===== src/ckr_pkg.sv =====
// Shared types and constants for the color-key run-to-rectangle block.
// No dependencies; imported by every module of the block.
package ckr_pkg;

	localparam int MAX_DIM    = 4096;
	localparam int BATCH_SIZE = 2000;
	localparam int FIFO_DEPTH = 4;
	localparam int FIFO_AW    = $clog2(FIFO_DEPTH);

	typedef enum logic [3:0] {
		REG_KEY_RED    = 4'd0,
		REG_KEY_GREEN  = 4'd1,
		REG_KEY_BLUE   = 4'd2,
		REG_TOL_RED    = 4'd3,
		REG_TOL_GREEN  = 4'd4,
		REG_TOL_BLUE   = 4'd5,
		REG_IMG_WIDTH  = 4'd6,
		REG_IMG_HEIGHT = 4'd7
	} cfg_reg_t;

	typedef struct packed {
		logic [7:0] pix_red;
		logic [7:0] pix_green;
		logic [7:0] pix_blue;
	} pix_t;

	typedef struct packed {
		logic        rect_valid;
		logic [11:0] rect_left;
		logic [12:0] rect_right;
		logic [11:0] rect_row;
		logic        batch_end;
		logic [10:0] batch_count;
		logic [12:0] bound_left;
		logic [12:0] bound_top;
		logic [12:0] bound_right;
		logic [12:0] bound_bottom;
		logic        image_end;
	} rect_t;

	// Settings seen by the front end; dimensions held as last index.
	typedef struct packed {
		logic [7:0]  key_red;
		logic [7:0]  key_green;
		logic [7:0]  key_blue;
		logic [7:0]  tol_red;
		logic [7:0]  tol_green;
		logic [7:0]  tol_blue;
		logic [11:0] col_last;
		logic [11:0] row_last;
	} cfg_t;

	// Run event handed from front to back.
	typedef struct packed {
		logic        have;
		logic [11:0] left;
		logic [12:0] right;
		logic [11:0] row;
		logic        last_img;
	} tok_t;

endpackage


===== src/ckr_front.sv =====
// Front end: accepts pixels, keys them, tracks column/row and open runs.
// Depends on ckr_pkg; pushes run events into ckr_fifo.
module ckr_front
	import ckr_pkg::*;
(
	input  logic clk,
	input  logic arst_n,
	input  logic pix_valid,
	output logic pix_stall,
	input  pix_t pix,
	input  cfg_t cfg,
	input  logic q_full,
	output logic push,
	output tok_t tok
);

	logic [11:0] col_q, row_q, run_start_q;
	logic        in_run_q;
	logic        accept, clear, last_col, last_img;
	logic [11:0] start;

	function automatic logic in_band(input logic [7:0] p, input logic [7:0] key,
			input logic [7:0] tol);
		logic [8:0] hi;
		hi = {1'b0, key} + {1'b0, tol};
		if (hi > 9'd255) hi = 9'd255;
		return (p >= key) && ({1'b0, p} <= hi);
	endfunction

	assign pix_stall = q_full;
	assign accept    = pix_valid && !q_full;
	assign clear     = in_band(pix.pix_red, cfg.key_red, cfg.tol_red)
		&& in_band(pix.pix_green, cfg.key_green, cfg.tol_green)
		&& in_band(pix.pix_blue, cfg.key_blue, cfg.tol_blue);
	assign last_col  = col_q >= cfg.col_last;
	assign last_img  = last_col && (row_q >= cfg.row_last);
	assign start     = in_run_q ? run_start_q : col_q;

	always_comb begin
		tok          = '0;
		tok.row      = row_q;
		tok.last_img = last_img;
		if (clear) begin
			if (in_run_q) begin
				tok.have  = 1'b1;
				tok.left  = run_start_q;
				tok.right = {1'b0, col_q};
			end
		end else if (last_col) begin
			tok.have  = 1'b1;
			tok.left  = start;
			tok.right = {1'b0, col_q} + 13'd1;
		end
		push = accept && (tok.have || last_img);
	end

	always_ff @(posedge clk or negedge arst_n) begin
		if (!arst_n) begin
			col_q       <= '0;
			row_q       <= '0;
			in_run_q    <= 1'b0;
			run_start_q <= '0;
		end else if (accept) begin
			in_run_q    <= !clear && !last_col;
			run_start_q <= last_img ? 12'd0 : start;
			if (last_col) begin
				col_q <= '0;
				row_q <= last_img ? 12'd0 : row_q + 12'd1;
			end else begin
				col_q <= col_q + 12'd1;
			end
		end
	end

endmodule


===== src/ckr_fifo.sv =====
// Short event queue between front and back ends.
// Depends on ckr_pkg for the event type and depth.
module ckr_fifo
	import ckr_pkg::*;
(
	input  logic clk,
	input  logic arst_n,
	input  logic push,
	input  tok_t wr_tok,
	output logic full,
	input  logic pop,
	output tok_t rd_tok,
	output logic empty
);

	tok_t               mem_q [FIFO_DEPTH];
	logic [FIFO_AW-1:0] wr_ptr_q, rd_ptr_q;
	logic [FIFO_AW:0]   count_q;
	logic               do_push, do_pop;

	assign full    = count_q == (FIFO_AW+1)'(FIFO_DEPTH);
	assign empty   = count_q == '0;
	assign do_push = push && !full;
	assign do_pop  = pop && !empty;
	assign rd_tok  = mem_q[rd_ptr_q];

	always_ff @(posedge clk) begin
		if (do_push) begin
			mem_q[wr_ptr_q] <= wr_tok;
		end
	end

	always_ff @(posedge clk or negedge arst_n) begin
		if (!arst_n) begin
			wr_ptr_q <= '0;
			rd_ptr_q <= '0;
			count_q  <= '0;
		end else begin
			if (do_push) wr_ptr_q <= wr_ptr_q + FIFO_AW'(1);
			if (do_pop) rd_ptr_q <= rd_ptr_q + FIFO_AW'(1);
			case ({do_push, do_pop})
				2'b10:   count_q <= count_q + (FIFO_AW+1)'(1);
				2'b01:   count_q <= count_q - (FIFO_AW+1)'(1);
				default: count_q <= count_q;
			endcase
		end
	end

endmodule


===== src/ckr_back.sv =====
// Back end: batch counting, bounding box, and the output register.
// Depends on ckr_pkg; pops run events from ckr_fifo.
module ckr_back
	import ckr_pkg::*;
(
	input  logic  clk,
	input  logic  arst_n,
	input  logic  q_empty,
	input  tok_t  tok,
	output logic  pop,
	output logic  res_valid,
	input  logic  res_stall,
	output rect_t res
);

	localparam logic [12:0] DimVal = 13'(MAX_DIM);

	logic [10:0] rects_q, cnt_n;
	logic [12:0] box_left_q, box_top_q, box_right_q, box_bottom_q;
	logic [12:0] bl_n, bt_n, br_n, bb_n, row_w, row_p1;
	logic        close;
	logic        res_valid_q;
	rect_t       res_q, res_n;

	assign pop    = !q_empty && (!res_valid_q || !res_stall);
	assign row_w  = {1'b0, tok.row};
	assign row_p1 = row_w + 13'd1;

	always_comb begin
		cnt_n = rects_q;
		bl_n  = box_left_q;
		bt_n  = box_top_q;
		br_n  = box_right_q;
		bb_n  = box_bottom_q;
		if (tok.have) begin
			cnt_n = rects_q + 11'd1;
			if ({1'b0, tok.left} < box_left_q) bl_n = {1'b0, tok.left};
			if (row_w < box_top_q) bt_n = row_w;
			if (tok.right > box_right_q) br_n = tok.right;
			if (row_p1 > box_bottom_q) bb_n = row_p1;
		end
		close = (tok.have && (cnt_n >= 11'(BATCH_SIZE))) || tok.last_img;

		res_n = '0;
		if (tok.have) begin
			res_n.rect_valid = 1'b1;
			res_n.rect_left  = tok.left;
			res_n.rect_right = tok.right;
			res_n.rect_row   = tok.row;
		end
		if (close) begin
			res_n.batch_end    = 1'b1;
			res_n.batch_count  = cnt_n;
			res_n.bound_left   = bl_n;
			res_n.bound_top    = bt_n;
			res_n.bound_right  = br_n;
			res_n.bound_bottom = bb_n;
		end
		res_n.image_end = tok.last_img;
	end

	always_ff @(posedge clk or negedge arst_n) begin
		if (!arst_n) begin
			rects_q      <= '0;
			box_left_q   <= DimVal;
			box_top_q    <= DimVal;
			box_right_q  <= '0;
			box_bottom_q <= '0;
			res_valid_q  <= 1'b0;
		end else begin
			if (pop) begin
				res_valid_q <= 1'b1;
				if (close) begin
					rects_q      <= '0;
					box_left_q   <= DimVal;
					box_top_q    <= DimVal;
					box_right_q  <= '0;
					box_bottom_q <= '0;
				end else begin
					rects_q      <= cnt_n;
					box_left_q   <= bl_n;
					box_top_q    <= bt_n;
					box_right_q  <= br_n;
					box_bottom_q <= bb_n;
				end
			end else if (!res_stall) begin
				res_valid_q <= 1'b0;
			end
		end
	end

	always_ff @(posedge clk) begin
		if (pop) res_q <= res_n;
	end

	assign res_valid = res_valid_q;
	assign res       = res_q;

`ifndef NO_ASSERTIONS
	a_batch_below_full: assert property (@(posedge clk) disable iff (!arst_n)
		rects_q < 11'(BATCH_SIZE))
		else $error("batch count reached full size without closing");

	a_image_end_clears: assert property (@(posedge clk) disable iff (!arst_n)
		pop && tok.last_img |=> rects_q == '0 && box_right_q == '0)
		else $error("batch not cleared after last pixel");

	a_empty_box: assert property (@(posedge clk) disable iff (!arst_n)
		rects_q == '0 |-> box_left_q == DimVal && box_bottom_q == '0)
		else $error("empty batch holds a nonempty box");

	a_close_beat: assert property (@(posedge clk) disable iff (!arst_n)
		pop && close |=> res_q.batch_end && res_valid_q)
		else $error("batch close lost on the output register");
`endif

endmodule


===== src/color_key_run_to_rects_top.sv =====
// Channel  Dir  Handshake             Beat
// pix      in   pix_valid/pix_stall   one RGB pixel, raster order
// res      out  res_valid/res_stall   run rectangle and/or batch close
// cfg      in   cfg_we                register write, cfg_idx/cfg_data
//
// One pixel per cycle while pix_stall is low; a result passes through the event queue and the output register.
// Front end keys pixels and tracks runs; a 4-entry event queue feeds the back
// end, which owns batch counting and the output register.
// Pixels that end no run and are not the last of the image make no event.
// pix_stall rises only when the event queue is full.
// Reset clears counters, the open run, the batch and all settings.
// Top level: settings registers and the front/queue/back chain.
// Depends on ckr_pkg, ckr_front, ckr_fifo, ckr_back.
module color_key_run_to_rects_top
	import ckr_pkg::*;
(
	input  logic        clk,
	input  logic        arst_n,
	input  logic        pix_valid,
	output logic        pix_stall,
	input  pix_t        pix,
	output logic        res_valid,
	input  logic        res_stall,
	output rect_t       res,
	input  logic        cfg_we,
	input  logic [3:0]  cfg_idx,
	input  logic [12:0] cfg_data
);

	cfg_t cfg_q;
	tok_t push_tok, pop_tok;
	logic push, pop, q_full, q_empty;

	// Width/height of 0 act as 1, above the max act as the max.
	function automatic logic [11:0] dim_last(input logic [12:0] v);
		logic [12:0] c;
		c = v;
		if (c == 13'd0) c = 13'd1;
		if (c > 13'(MAX_DIM)) c = 13'(MAX_DIM);
		return 12'(c - 13'd1);
	endfunction

	always_ff @(posedge clk or negedge arst_n) begin
		if (!arst_n) begin
			cfg_q <= '0;
		end else if (cfg_we) begin
			case (cfg_reg_t'(cfg_idx))
				REG_KEY_RED:    cfg_q.key_red   <= cfg_data[7:0];
				REG_KEY_GREEN:  cfg_q.key_green <= cfg_data[7:0];
				REG_KEY_BLUE:   cfg_q.key_blue  <= cfg_data[7:0];
				REG_TOL_RED:    cfg_q.tol_red   <= cfg_data[7:0];
				REG_TOL_GREEN:  cfg_q.tol_green <= cfg_data[7:0];
				REG_TOL_BLUE:   cfg_q.tol_blue  <= cfg_data[7:0];
				REG_IMG_WIDTH:  cfg_q.col_last  <= dim_last(cfg_data);
				REG_IMG_HEIGHT: cfg_q.row_last  <= dim_last(cfg_data);
				default:        cfg_q           <= cfg_q;
			endcase
		end
	end

	ckr_front u_front (
		.clk       (clk),
		.arst_n    (arst_n),
		.pix_valid (pix_valid),
		.pix_stall (pix_stall),
		.pix       (pix),
		.cfg       (cfg_q),
		.q_full    (q_full),
		.push      (push),
		.tok       (push_tok)
	);

	ckr_fifo u_fifo (
		.clk    (clk),
		.arst_n (arst_n),
		.push   (push),
		.wr_tok (push_tok),
		.full   (q_full),
		.pop    (pop),
		.rd_tok (pop_tok),
		.empty  (q_empty)
	);

	ckr_back u_back (
		.clk       (clk),
		.arst_n    (arst_n),
		.q_empty   (q_empty),
		.tok       (pop_tok),
		.pop       (pop),
		.res_valid (res_valid),
		.res_stall (res_stall),
		.res       (res)
	);

endmodule


===== config.mk =====
export PLATFORM = sky130hd
export DESIGN_NAME = color_key_run_to_rects_top
export DESIGN_NICKNAME = d
export VERILOG_FILES = /design/src/ckr_pkg.sv /design/src/ckr_front.sv /design/src/ckr_fifo.sv /design/src/ckr_back.sv /design/src/color_key_run_to_rects_top.sv
export SDC_FILE = /design/constraint.sdc
export NUM_CORES = 1
export LEC_CHECK = 0
export BUFFER_PORTS_ARGS = -buffer_cell sky130_fd_sc_hd__buf_2
export CORE_MARGIN = 1.5
export CORE_UTILIZATION = 65
export CTS_CLUSTER_SIZE = 14
export DETAILED_ROUTE_END_ITERATION = 12
export PLACE_DENSITY_LB_ADDON = 0.05
export SYNTH_ARGS = -nofsm -noshare
export SYNTH_HDL_FRONTEND = slang
export SYNTH_SLANG_ARGS = --single-unit

===== constraint.sdc =====
create_clock -name clk -period 9.5 [get_ports clk]
set_input_delay 0 -clock clk [delete_from_list [all_inputs] [get_ports clk]]
set_output_delay 0 -clock clk [all_outputs]
set_load 0.03 [all_outputs]

* Word level (Yosys, flattened, before mapping)
Memory sizes are Yosys's and may differ from the RTL's. Index checks and enable logic that the tools add are counted.
Storage, ports and cells: register bits after elaboration 283, bits in writable memories 156, output and inout bits 105, logic and storage cells 153, memories kept 1, input port bits 46
Cells by class: $add $sub $neg 14, reduce and logical (&&, ||, !) cells 35, magnitude comparators 18, eq/ne operators 11, multiplexer cells 42
Memories:
- u_fifo.mem_q | depth 4, width 39, rd ports 1, clocked after memory_dff 0, wr ports 1, line ckr_fifo.sv:16 | tok_t mem_q [FIFO_DEPTH];
Operators by type and width (count):
- $mux W13 | 17
- $mux W12 | 10
- $mux W26 | 3
- $mux W64 | 1
- $mux W38 | 1
- $add A8 B8 Y9 | 3
- $gt A9 B8 Y1 const B | 3
- $le A8 B9 Y1 | 3
- $mux W9 | 3
- $add A12 B1 Y13 const B | 2
- $gt A13 B13 Y1 | 2
- $gt A13 B13 Y1 const B | 2
- $lt A12 B13 Y1 | 2
- $add A12 B1 Y12 const B | 2
- $ge A12 B12 Y1 | 2
- $ge A8 B8 Y1 | 3
- $sub A12 B1 Y12 const B | 2
- $mux W11 | 2
- $reduce_and A2 Y1 | 9
- $eq A4 B3 Y1 const B | 4
- $logic_and A1 B1 Y1 | 13
- $logic_not A13 Y1 | 1
- $add A11 B1 Y11 const B | 1
- $ge A11 B11 Y1 const B | 1
- other kinds (16) | 28

* Logic depth before layout (Yosys ltp)
Gate-level depths: netlist of run 1.
word-level depth 13, depth in mapped cells 26, gate-level depth less buffers 25

* Hierarchy
A second synthesis of run 1 with hierarchy kept.
Second synthesis, totals: cells, all modules 1838, area total of the unflattened synthesis 22691.8 µm²
Modules (own cells, without submodules):
- ckr_back | times used 1, sequential area each 4697.0 µm², area each 8603.3 µm², cells each 733
- ckr_fifo | times used 1, sequential area each 4859.7 µm², area each 6044.5 µm², cells each 242
- ckr_front | times used 1, sequential area each 925.9 µm², area each 4835.9 µm², cells each 607
- color_key_run_to_rects_top | times used 1, sequential area each 1801.7 µm², area each 3208.1 µm², cells each 256

* Least setup slack after synthesis of run 1
No wires, ideal clock.
path kind reg2reg, from register u_back.res_valid_q, in the netlist u_back.res_valid, to register u_fifo.count_q[2], library setup time 79 ps, setup slack 4239 ps, path buffers 1, cell stages (with the launch flop) 10, required time 9421 ps, clock period less this slack 5261 ps, data arrival time 5182 ps, path through dfrtp_1 a21o_1 inv_1 clkbuf_1 ha_1 inv_1 fa_1 xor2_1 nor2_1 xor2_1
Between the ends: word-level cells in the longest chain between the ends 6, elaborated cells between the ends (all ways) 8, those cells by class eq/ne: 2; mux: 1; reduce/logical: 5
RTL lines:
- start, declared | line ckr_back.sv:22 | logic res_valid_q;
- start signal, assigned | line ckr_back.sv:69 | res_valid_q <= 1'b0;
- start signal, assigned | line ckr_back.sv:72 | res_valid_q <= 1'b1;
- start signal, assigned | line ckr_back.sv:87 | res_valid_q <= 1'b0;
- $logic_not A1 Y1 (*) | line ckr_back.sv:25 | assign pop = !q_empty && (!res_valid_q || !res_stall);
- $logic_or A1 B1 Y1 (*) | line ckr_back.sv:25
- $logic_and A1 B1 Y1 (*) | line ckr_back.sv:25
- named net pop | line color_key_run_to_rects_top.sv:32 | logic push, pop, q_full, q_empty;
- $logic_and A1 B1 Y1 (*) | line ckr_fifo.sv:24 | assign do_pop = pop && !empty;
- $eq A2 B1 Y1 / $eq A2 B2 Y1 (equally long branches) | line ckr_fifo.sv:41 | case ({do_push, do_pop})
- $pmux W3 S2 / $reduce_bool A2 Y1 (equally long branches)
- end signal, assigned | line ckr_fifo.sv:42 | 2'b10: count_q <= count_q + (FIFO_AW+1)'(1);
- end signal, assigned | line ckr_fifo.sv:43 | 2'b01: count_q <= count_q - (FIFO_AW+1)'(1);
- end signal, assigned | line ckr_fifo.sv:44 | default: count_q <= count_q;
- end, declared | line ckr_fifo.sv:18 | logic [FIFO_AW:0] count_q;
The timed path passes the listed nets; every way through them passes the cells marked *. A chain may end at the register's enable or synchronous reset.

* Worst setup path in the final report of run 1
from register cfg_q[64] (netlist name), to register u_fifo.count_q[2]
Between the ends: word-level cells in the longest chain between the ends 13, elaborated cells between the ends (all ways) 16, those cells by class add/sub: 1; order compare: 3; eq/ne: 2; mux: 3; reduce/logical: 7
RTL lines:
- start, declared | line color_key_run_to_rects_top.sv:30 | cfg_t cfg_q;
- start signal, assigned | line color_key_run_to_rects_top.sv:56 | default: cfg_q <= cfg_q;
- $add A8 B8 Y9 | line ckr_front.sv:25 | hi = {1'b0, key} + {1'b0, tol};
- $gt A9 B8 Y1 | line ckr_front.sv:26 | if (hi > 9'd255) hi = 9'd255;
- $mux W9 | line ckr_front.sv:26
- $le A8 B9 Y1 | line ckr_front.sv:27 | return (p >= key) && ({1'b0, p} <= hi);
- $logic_and A1 B1 Y1 (*) | line ckr_front.sv:27
- $logic_and A1 B1 Y1 (*) | line ckr_front.sv:33 | && in_band(pix.pix_green, cfg.key_green, cfg.tol_green)
- $logic_and A1 B1 Y1 (*) | line ckr_front.sv:34 | && in_band(pix.pix_blue, cfg.key_blue, cfg.tol_blue);
- $mux W26 (*) | line ckr_front.sv:43 | if (clear) begin
- $logic_or A1 B1 Y1 (*) | line ckr_front.sv:54 | push = accept && (tok.have || last_img);
- $logic_and A1 B1 Y1 (*) | line ckr_front.sv:54
- $logic_and A1 B1 Y1 (*) | line ckr_fifo.sv:23 | assign do_push = push && !full;
- $eq A2 B1 Y1 / $eq A2 B2 Y1 (equally long branches) | line ckr_fifo.sv:41
- $pmux W3 S2 / $reduce_bool A2 Y1 (equally long branches)
Every way passes the cells marked *; elsewhere a longest branch is shown, timed or not.

==> impl.org, run 1 <==
** Die
- Full die area :: 34,800 µm²
- Top-level port count :: 151
- Y dimension of the die :: 187 µm
- The floorplan has 67 rows.
- Core region area :: 33,400 µm²
- The initial utilization of the core area, before any placement, comes to 65.6%.
- The floorplan step set the die width to 187 µm.

** Layout
- Sequential standard cell area :: 12,300 µm²
- The layout has 2,236 filler cells.
- Number of antenna repair diodes :: 0
- Number of cells in the finished layout apart from fillers :: 2,430
- The post-route netlist has 17.7% of its cells at a drive strength greater than 1.
- Total area of multi-input combinational cells :: 8790 µm²
- Most common cell after layout, fill and taps aside :: edfxtp_1
- Layout Area Growth over Synthesis :: 13.2%
- After the last flow step, the layout net total stands at 2,150.
- In the layout the commonest cells are edfxtp_1 (259), dfrtp_1 (177), ha_1 (154).

** Yosys
- edfxtp_1 takes more of the synthesized area than any other cell.
- The number of nets in the synthesized netlist is 1,998.
- Share of Yosys cell area claimed by the top area cell type :: 35.5%
- Synth Flop Type :: edfxtp_1
- Each instance of the synthesized netlist takes up on average 12.2 µm².
- Number of distinct library cells after synthesis :: 68
- The Yosys step of the flow raised 0 warnings.
- Total standard cell area after synthesis :: 21,900 µm²
- Cell count after synthesis :: 1,794
- Post-synthesis async set-or-reset flop share :: 41.0%
- Flop and latch count out of synthesis :: 439
- Yosys mapped a number of flops with a built-in enable equal to 259.
- Sequential share of the synthesized area :: 56.1%
- Top post-synthesis cells by area :: edfxtp_1 (36%), dfrtp_1 (20%), ha_1 (8.8%)

** GRT
- Entering global routing, the biggest net connects 73 pins.
- Via count of the first global-routing pass :: 14,600
- The first global-routing pass estimated 77,200 µm of wire.
- Sum of overflow across all layers after global routing :: 0
- The number of antenna violations at the first check in global routing came to 0.
- For this run, the total global-route usage over all layers was measured as 28.0%.

** Placement
- During placement, the flow inserted port buffers numbering 150.
- Dpl ws :: 4.06 ns
- Placed cell count :: 2,323
- Gp weighted congestion :: 0.909
- Detailed placement finished with a half-perimeter wire length of 31,500 µm.

** Routing
- Via density :: 6.10
- Remaining routing DRC violations :: 0
- In the final routed layout, each cell accounts on average for 19.7 µm.
- The detail route stage leaves a number of antenna-violating nets equal to 0.
- Via count :: 14,800
- The detailed router finished its first iteration with 1,214 violations.
- DRT Wirelength :: 47,800 µm
- The first TritonRoute pass finished after 6 iterations.

** Clock network
- Insertion delay to the later sink of the worst-skew pair :: 0.58 ns
- The number of gates resized after CTS was 0.
- TritonCTS built the clock tree.
- Number of sinks handled by clock tree synthesis :: 439
- H-tree depth :: 2
- The longest clock path from root to sink contains 3 buffers.
- CTS Root Cell :: clkbuf_16
- Clock slew at reported path FFs :: 0.06 ns
- Total clock buffers created by CTS :: 44

** Status
- The run finished with clean final reports.

** Pwr
- Static leakage :: 10.5 nW
- In this run the power density over the cells is 335 nW/µm².
- Switching power share of the total :: 39.2%
- Combinational logic burns 43.0% of the power.
- Sequential cells account for 35.3% of the total power.
- Worst vdd rail ir drop :: 0.255 mV
- In this run the power spent charging and discharging nets is 0.00325 W.
- The clock network accounts for 21.7% of the total power.
- Internal power comes to 0.00505 W.

** Min path
- Hold Path Class :: primary input to flip-flop

** Timing
- Minimum period implied by the final worst setup slack :: 5.48 ns
- Headroom to the max-slew limit came out at 32.8%.
- The number of max-slew violations in the final report is 0.
- Fin crit share :: 57.6%
- Worst hold margin :: 0.188 ns
- Setup repair after global routing left no endpoint under its margin.
- Least-Margin Pin Slew :: 1.01 ns
- Crit path setup slack, layout :: 4.02 ns
- Setup_tns :: 0 ns
- Skew final :: 0.0196 ns
- The final number of hold-violating endpoints was 0.
- For this run, the top clock speed supported by timing is 183 MHz.
- Setup violations remaining at the end of the flow were counted as 0.

** Critical path
- CP Data Required Time :: 10.00 ns
- STA puts the critical path data arrival time at 5.97 ns.
- Slowest cell on the critical path :: fa_1
- Largest stage delay on the critical path :: 0.42 ns
- STA classifies the critical path endpoint as a flip-flop.
- The worst setup path is launched from a flip-flop.
- Setup CP Type :: flip-flop to flip-flop
- Maximum fanout encountered on the critical timing path :: 8

** Flow run
- Across the run, the number of max-cap violations was 0.
==> power by group through the flow <==
stage               Clock [W]  Combinational (W)  Sequential [W]
floorplan                   0            0.00224         0.00334
global placement            0            0.00343         0.00293
detailed placement          0            0.00352         0.00295
CTS                   0.00183            0.00357         0.00292
global route          0.00190            0.00394         0.00298
finish                0.00180            0.00357         0.00293
==> worst max-delay path: cells and delay by family (launching register included) <==
family	cells	cell delay, ns
XOR/XNOR	2	0.32
AO/OA/AOI/OAI	10	2.12
adder cells (fa/ha/maj)	5	1.47
flip-flops	1	0.40
buffers and inverters	2	0.23
AND/OR/NAND/NOR	6	0.86
==> metrics by stage <==
stage	power, W	instance area [µm²]	util (%)
6_report	0.00830	24800	74.3
5_1_grt	0.00882	24800	74.3
4_1_cts	0.00832	24800	74.3
3_5_place_dp	0.00648	23000	68.9
3_3_place_gp	0.00636	23000	68.9
2_1_floorplan	0.00558	21900	-
==> sequential cells by signal, indices dropped and copies added, names as in the netlist <==
name and flops:
u_back.rects_q 11, u_fifo.mem_q 156, u_back.res_valid 1, u_fifo.count_q 3, u_fifo.rd_ptr_q 2, u_front.row_q 12, u_back.box_bottom_q 13, u_front.in_run_q 1
u_front.run_start_q 12, u_back.res 103, u_back.box_left_q 13, u_fifo.wr_ptr_q 2, u_front.col_q 12, u_back.box_top_q 13, u_back.box_right_q 13, cfg_q 72
==> cells by family (layout without fill, tap and decap cells) <==
family | Yosys count | in the layout | synth area share (%)
flops | 439 | 439 | 56.1
simple gates | 439 | 439 | 9.66
compound gates | 386 | 386 | 11.6
buf+inv | 210 | 398 | 3.76
fa+ha+maj | 158 | 158 | 9.16
mux | 119 | 119 | 7.95
xor+xnor | 43 | 43 | 1.72
==> synthesized netlist by cell type, drive strengths merged (3+ instances only) <==
cell and number:
edfxtp 259, dfrtp 178, ha 154, nor2 139, inv 123, nand2 99, a21oi 93, o21ai 84
a22o 71, clkbuf 65, mux2 50, and2 45, mux4 39, nand3 35, a21o 33, and3 31
mux2i 30, xnor2 28, buf 22, a31oi 19, o31ai 19, nor3 18, nor2b 16, xor2 15
nand2b 14, nand4 14, a211oi 13, o21a 11, or3 9, o22ai 8, o21bai 6, fa 4
nand3b 4, nor4 4, o2111ai 4, or2 4, a211o 3, nor3b 3
==> repair_timing <==
action	CTS	global route
buffers inserted	0	0
hold buffers	25	0
endpoints found under the hold margin	127	0
==> layout make-up <==
class,instances,area share [%]
clock inverters,28,1.25
clock buffers,54,4.84
multi-input cells,1145,35.5
inverters,123,1.89
flip-flops and latches,439,49.6
repair buffers,193,4.68
well taps,448,2.26
==> per-layer routing <==
metal,vias up,wire (µm),GRT usage [%]
met3,103,2770,4.42
met2,543,23000,45.7
met1,7273,20700,38.9
met4,0,1370,9.24
met5,-,0,0
li1,6901,-,-
==> path summary, 6_finish.rpt <==
kind,slack [ns],end,depth (start not counted),from
setup / recovery,4.02,u_fifo.count_q[2],25,cfg_q[64]
hold / removal,0.19,u_back.res_valid,4,res_stall
setup reg to reg,4.02,u_fifo.count_q[2],25,cfg_q[64]
hold reg to reg,0.48,cfg_q[3],2,cfg_q[3]
max in group asynchronous,7.26,cfg_q[45],5,arst_n
min in group asynchronous,0.52,u_back.box_left_q[12],3,arst_n
Power figures use the tool's default switching activity.
==> inputs of run 2 (changes only) <==
- CORE_UTILIZATION: 65 -> 55
- clock period: 9.5 -> 4.9 ns (I/O delays scaled with it)
==> run 2 against run 1 <==
Sequential share of layout area decreased by 0.58 points. Via count decreased by 1.6%. Global-route usage decreased by 4.1 points. Highest routed layer unchanged. Final cell count increased by 3.8%. Largest cell class unchanged. Non-clock buffer count increased by 20. Core utilization decreased by 10 points.
==> impl.org, run 2 (synthesized netlist as in run 1, its figures left out) <==
** Timing
- Max Clock Freq :: 216 MHz (was 183 MHz)
- RSZ-0062 raised after global routing :: false (unchanged)
- The number of max-slew violations in the final report is 0 (unchanged).
- The relative max-transition margin is 34.7% (was 32.8%).
- The worst setup slack after layout was 0.265 ns (was 4.02 ns).
- The actual transition at the worst max-transition pin came to 0.972 ns (was 1.01 ns).
- Fin crit share :: 94.6% (was 57.6%)
- The final number of hold-violating endpoints is 0 (unchanged).
- The post-route minimum period is 4.64 ns (was 5.48 ns).
- The final setup violation count is 0 (unchanged).
- Skew final :: 0.0248 ns (was 0.0196 ns)

** Placement
- The post-placement setup slack is -0.132 ns (was 4.06 ns).
- Detailed placement HPWL :: 33,100 µm (was 31,500 µm)
- Gp weighted congestion :: 0.860 (was 0.909)
- The number of buffers inserted by port buffering is 150 (unchanged).
- Placed cell count :: 2,414 (was 2,323)

** Layout
- The share of post-route cells with drive strength above 1 is 19.4% (was 17.7%).
- The commonest non-fill, non-tap cell in the layout is edfxtp_1 (unchanged).
- The most flop-heavy register is u_fifo.mem_q (unchanged).
- Number of filler instances in the final layout :: 2,960 (was 2,236)
- Flip-flop count of the largest register, all copies and words added :: 156 (unchanged)
- Final net count :: 2,171 (was 2,150)
- Leading cell types in the layout, fill and taps excluded :: edfxtp_1 (259), dfrtp_1 (177), ha_1 (150) (was edfxtp_1 (259), dfrtp_1 (177), ha_1 (154))
- Number of antenna repair diodes :: 0 (unchanged)
- The post-synthesis to final-layout area growth was 14.5% (was 13.2%).
- Number of cells in the finished layout apart from fillers :: 2,522 (was 2,430)

** Status
- Outcome :: complete, no violations (unchanged)

** Clock network
- Clock slew at reported path FFs :: 0.06 ns (about the same)
- Total clock buffers created by CTS :: 45 (was 44)
- Number of sinks handled by clock tree synthesis :: 439 (unchanged)
- Buffer depth of the longest clock path :: 3 (unchanged)
- The H-tree depth was 2 (unchanged).
- Insertion delay to the later sink of the worst-skew pair :: 0.57 ns (was 0.58 ns)
- TritonCTS clock tree :: built (unchanged)
- CTS Root Cell :: clkbuf_16 (unchanged)

** Routing
- DRT Wirelength :: 48,200 µm (was 47,800 µm)
- The per-cell via count in the routed design is 5.78 (was 6.10).
- The number of violations reported at the end of detailed-routing iteration 0 is 949 (was 1,214).
- The total DRC errors in the routed layout is 0 (unchanged).
- The iteration count of the initial detailed-routing pass came to 5 (was 6).
- Number of nets with antenna violations after detailed routing :: 0 (unchanged)
- Average routed wire per standard cell :: 19.1 µm (was 19.7 µm)
- Via count :: 14,600 (was 14,800)

** Critical path
- The maximum fanout encountered on the critical timing path is 8 (unchanged).
- The category of the worst setup path launch point was a flip-flop (unchanged).
- Slowest cell on the critical path :: dfrtp_1 (was fa_1)
- Critical path endpoint category :: flip-flop (unchanged)
- The arrival time reported for the critical path endpoint came to 5.13 ns (was 5.97 ns).
- CP Data Required Time :: 5.39 ns (was 10.00 ns)
- Path depth of the worst reg2reg path :: 25 (unchanged)
- The delay of the slowest cell on the worst path came to 0.39 ns (was 0.42 ns).
- Setup CP Type :: flip-flop to flip-flop (unchanged)

** GRT
- The global-route wire length before repair was 77,800 µm (was 77,200 µm).
- The number of antenna violations at the first check in global routing is 0 (unchanged).
- Pin count of the biggest net entering global routing :: 70 (was 73)
- Via count of the first global-routing pass :: 14,300 (was 14,600)
- The global route total overflow came to 0 (unchanged).
- Overall global routing resource usage :: 23.9% (was 28.0%)

** Die
- The total die area was 41,000 µm² (was 34,800 µm²).
- The vertical die dimension came to 203 µm (was 187 µm).
- Top-level port count :: 151 (unchanged)
- The cell row count is 72 (was 67).
- The core outline area was 39,000 µm² (was 33,400 µm²).
- Effective utilization at floorplan :: 56.1% (was 65.6%)
- Die width :: 203 µm (was 187 µm)

** Pwr
- The largest vdd supply drop was 0.300 mV (was 0.255 mV).
- The static leakage power is 10.6 nW (was 10.5 nW).
- The total power per unit cell area was 641 nW/µm² (was 335 nW/µm²).

** Min path
- Hold Path Cell Cnt :: 4 (unchanged)
- Hold Path Class :: primary input to flip-flop (unchanged)

** Flow run
- The max capacitance violation total is 0 (unchanged).
-- run 2: repair_timing --
| action | CTS | global route |
|---|---|---|
| pin swaps | 2 | 7 |
| buffers inserted | 0 | 1 |
| resized for setup | 5 | 22 |
| hold buffers | 23 | 0 |
| setup endpoints to repair | 49 | 250 |
| endpoints found under the hold margin | 124 | 0 |
-- run 2: report_power, final --
part / internal [W] / switching [W]
registers: 0.00514 / 0.000587
clock network: 0.00191 / 0.00141
logic: 0.00271 / 0.00432
total: 0.00976 / 0.00632
-- run 2: final timing paths --
check                           slack [ns]  startpoint              endpoint
worst max-delay path                  0.26   cfg_q[32]     u_fifo.count_q[2]
worst min-delay path                  0.18  cfg_idx[3]             cfg_q[55]
worst max register to register        0.26   cfg_q[32]     u_fifo.count_q[2]
worst min register to register        0.49    cfg_q[1]              cfg_q[1]
max in group asynchronous             3.41      arst_n      u_front.row_q[9]
min in group asynchronous             0.56      arst_n  u_back.box_top_q[12]
-- run 2: routing by layer --
| layer | GRT usage [%] | vias to the layer above | part of all wire, % | wire [µm] |
|---|---|---|---|---|
| met5 | 0 | - | 0 | 0 |
| met4 | 6.90 | 0 | 2.4 | 1170 |
| met3 | 3.79 | 83 | 5.3 | 2540 |
| met2 | 37.6 | 422 | 46 | 22000 |
| met1 | 34.7 | 7121 | 47 | 22500 |
| li1 | - | 6950 | - | - |
-- run 2: stage by stage --
| stage | hold WS [ns] | total power (W) | instance area [µm²] | utilization, % | TNS, ns |
|---|---|---|---|---|---|
| floorplan | -0.296 | 0.0108 | 21900 | - | 0 |
| global placement | 0.00335 | 0.0126 | 23300 | 59.7 | 0 |
| detailed placement | 0.00423 | 0.0128 | 23300 | 59.7 | -5.21 |
| CTS | 0.119 | 0.0162 | 25000 | 64.1 | 0 |
| global route | 0.181 | 0.0172 | 25100 | 64.3 | 0 |
| finish | 0.175 | 0.0161 | 25100 | 64.3 | 0 |
-- run 2: area by class of cell --
cell class | count | area [µm²] | share of cell area, %
clock buffer | 62 | 1260 | 5.04
clock inverter | 22 | 169 | 0.674
inverter | 123 | 469 | 1.87
multi-input combinational | 1145 | 8880 | 35.4
sequential | 439 | 12300 | 49.0
tap | 518 | 648 | 2.59
timing repair buffer | 213 | 1360 | 5.41
-- run 2: worst max-delay path, delay by kind of cell, from the launching register on --
kind | cells | cell delay, ns
AOI/OAI and AO/OA | 10 | 1.77
adders and majority gates | 5 | 1.30
and+or+nand+nor | 6 | 0.70
DFF | 1 | 0.39
xor gates and xnor gates | 2 | 0.29
buffers and inverters | 2 | 0.13
==> inputs of run 3 (changes only) <==
- GPL_TIMING_DRIVEN: not set -> 0
==> run 3 against run 2 <==
First-iteration DRC count decreased by 10%. Die area unchanged. Clock power increased by 5%. Routed wire length increased by 0.60%. Critical path depth decreased by 1. Setup slack got worse by 0.14 ns.
==> impl.org, run 3 (synthesized netlist as in run 1, its figures left out) <==
** Routing
- First drt pass iteration count :: 5 (unchanged)
- The total wirelength of the detailed-routed design was 48,400 µm (was 48,200 µm).
- The per-cell via count in the routed design was 5.76 (was 5.78).
- The routed via count was 14,800 (was 14,600).
- The number of routed nets with antenna violations was 0 (unchanged).
- The number of violations reported at the end of detailed-routing iteration 0 was 852 (was 949).
- Remaining routing DRC violations :: 0 (unchanged)
- The average detailed-routed wire length per instance is 18.9 µm (was 19.1 µm).

** Die
- The die boundary width came to 203 µm (unchanged).
- The total die area was 41,000 µm² (unchanged).
- The core outline area came to 39,000 µm² (unchanged).
- The number of top-level design ports came to 151 (unchanged).
- Y dimension of the die :: 203 µm (unchanged)
- The starting utilization of the core area came to 56.1% (unchanged).
- The cell row count came to 72 (unchanged).

** Clock network
- Clock slew at reported path FFs :: 0.06 ns (about the same)
- CTS Root Cell :: clkbuf_16 (unchanged)
- Total clock buffers created by CTS :: 45 (unchanged)
- Insertion delay to the later sink of the worst-skew pair :: 0.57 ns (about the same)
- The TritonCTS clock tree is built (unchanged).
- H-tree depth :: 2 (unchanged)
- The maximum number of buffers from clock root to sink was 3 (unchanged).
- Number of sinks handled by clock tree synthesis :: 439 (unchanged)

** Layout
- Layout Area Growth over Synthesis :: 15.8% (was 14.5%)
- Final net count :: 2,216 (was 2,171)
- The number of non-filler instances in the completed layout was 2,566 (was 2,522).
- Most common cell after layout, fill and taps aside :: edfxtp_1 (unchanged)
- The final cell utilization of the core came to 65.0% (was 64.3%).
- Leading cell types in the layout, fill and taps excluded: edfxtp_1 (259), dfrtp_1 (177), buf_2 (157) (was edfxtp_1 (259), dfrtp_1 (177), ha_1 (150)).
- The most flop-heavy register was u_fifo.mem_q (unchanged).
- The number of antenna repair diodes came to 0 (unchanged).
- Number of filler instances in the final layout :: 3,053 (was 2,960)
- Design area :: 25,400 µm² (was 25,100 µm²)
- Flip-flop count of the largest register, all copies and words added :: 156 (unchanged)
- Sequential standard cell area :: 12,300 µm² (unchanged)
- Share of layout cells above drive strength 1 :: 19.7% (was 19.4%)
- Total area of multi-input combinational cells :: 9040 µm² (was 8880 µm²)

** Timing
- The number of max-slew violations in the final report was 0 (unchanged).
- Setup_tns :: 0 ns (unchanged)
- RSZ-0062 raised after global routing :: true (was false)
- The actual transition at the worst max-transition pin was 0.955 ns (was 0.972 ns).
- The final setup violation count came to 0 (unchanged).
- Relative slew margins :: 35.9% (was 34.7%)
- Fin crit share :: 97.4% (was 94.6%)
- Total count of hold-check failures in the final report :: 0 (unchanged)
- The post-route minimum period was 4.77 ns (was 4.64 ns).
- Max Clock Freq :: 209 MHz (was 216 MHz)
- The final worst hold slack came to 0.00289 ns (was 0.175 ns).
- The setup clock skew after layout was 0.0186 ns (was 0.0248 ns).

** GRT
- The number of antenna violations at the first check in global routing came to 0 (unchanged).
- Sum of overflow across all layers after global routing :: 0 (unchanged)
- Overall global routing resource usage :: 24.2% (was 23.9%)
- The global-route wire length before repair came to 78,200 µm (was 77,800 µm).
- Via count of the first global-routing pass :: 14,600 (was 14,300)
- The pin count of the biggest net entering global routing was 114 (was 70).

** Placement
- The cell count after placement came to 2,461 (was 2,414).
- Port Buffer Count :: 148 (was 150)
- The final estimated routing congestion in global placement is 0.891 (was 0.860).
- The post-place instance area was 23,300 µm² (about the same).
- Detailed placement HPWL :: 34,100 µm (was 33,100 µm)

** Status
- Outcome: complete, no violations (unchanged).

** Critical path
- Worst Path Arrival :: 5.26 ns (was 5.13 ns)
- Setup CP Type :: flip-flop to flip-flop (unchanged)
- CP Data Required Time :: 5.39 ns (about the same)
- Type of origin of the critical path :: flip-flop (unchanged)
- The maximum fanout encountered on the critical timing path was 7 (was 8).
- Critical path endpoint category :: flip-flop (unchanged)

** Pwr
- Static leakage :: 10.6 nW (about the same)
- Worst vdd rail ir drop :: 0.304 mV (was 0.300 mV)
- The total power per unit cell area is 649 nW/µm² (was 641 nW/µm²).

** Min path
- Hold Path Class :: primary input to async pin (was primary input to flip-flop)

** Flow run
- The max capacitance violation total was 0 (unchanged).
-- run 3: cell types whose count changed in the layout (fill, tap and decap cells not counted), sizes merged --
cell	change
buf	-10
clkinvlp	-3
dlygate4sd3	-6
clkbuf	+58
inv	+1
clkinv	+1
bufinv	+3
-- run 3: worst max-delay path: stages, from the launching register on --
cell and delay [ns]:
dfrtp_1 0.40, ha_2 0.21, fa_2 0.38, a21o_1 0.20, a21oi_2 0.14, nor2b_1 0.06
o21a_1 0.20, o21ai_2 0.15, nand2b_1 0.09, a21o_4 0.25, buf_4 0.14, a21oi_1 0.12
ha_1 0.27, a21o_1 0.18, a211oi_2 0.25, o221a_2 0.30, and2_4 0.18, o221ai_4 0.13
inv_2 0.10, ha_4 0.14, inv_2 0.04, fa_2 0.33, xor2_1 0.14, nor2_1 0.12
xor2_1 0.14
-- run 3: final timing paths --
kind	from	to	slack, ns	cells past startpoint
max	cfg_q[48]	u_fifo.count_q[2]	0.13	24
min	arst_n	u_back.box_bottom_q[8]	0.003	2
max reg2reg	cfg_q[48]	u_fifo.count_q[2]	0.13	24
min reg2reg	cfg_q[2]	cfg_q[2]	0.48	2
max in group asynchronous	arst_n	cfg_q[10]	3.95	3
min in group clk	cfg_data[7]	cfg_q[71]	0.09	2
-- run 3: repair_timing --
item                                    CTS  global route
endpoints found under the hold margin   123             0
resized for setup                        40            46
endpoints found under the setup margin  315           308
setup buffers                             4             7
pin swaps                                 7            21
hold buffers                             16             0
-- run 3: cell type report --
| class | instances | area share (%) |
|---|---|---|
| flip-flops and latches | 439 | 48.5 |
| multi-input cells | 1145 | 35.7 |
| clock buffers | 59 | 4.94 |
| repair buffers | 176 | 4.08 |
| well taps | 518 | 2.56 |
| inverters | 123 | 1.84 |
| plain buffers | 82 | 1.47 |
| clock inverters | 24 | 1.01 |
-- run 3: layer usage --
metal / vias up / share of wire (%) / track usage [%]
met2: 424 / 47 / 39.9
li1: 7046 / - / -
met5: - / 0 / 0
met3: 68 / 5.3 / 3.72
met1: 7250 / 45 / 33.7
met4: 0 / 2.1 / 6.27
-- run 3: through the flow --
stage	setup WS (ns)	power, W
2_1_floorplan	0.0631	0.0108
4_1_cts	0.0151	0.0164
3_3_place_gp	-0.930	0.0126
5_1_grt	-0.128	0.0176
6_report	0.126	0.0165
3_5_place_dp	-0.958	0.0128
-- run 3: where the power goes --
part           leakage, nW  internal (W)  total [W]  switching [W]
sequential            4.80       0.00514    0.00565       0.000506
clock                0.739       0.00207    0.00349        0.00142
combinational         5.11       0.00277    0.00733        0.00455
total                 10.6       0.00998     0.0165        0.00648
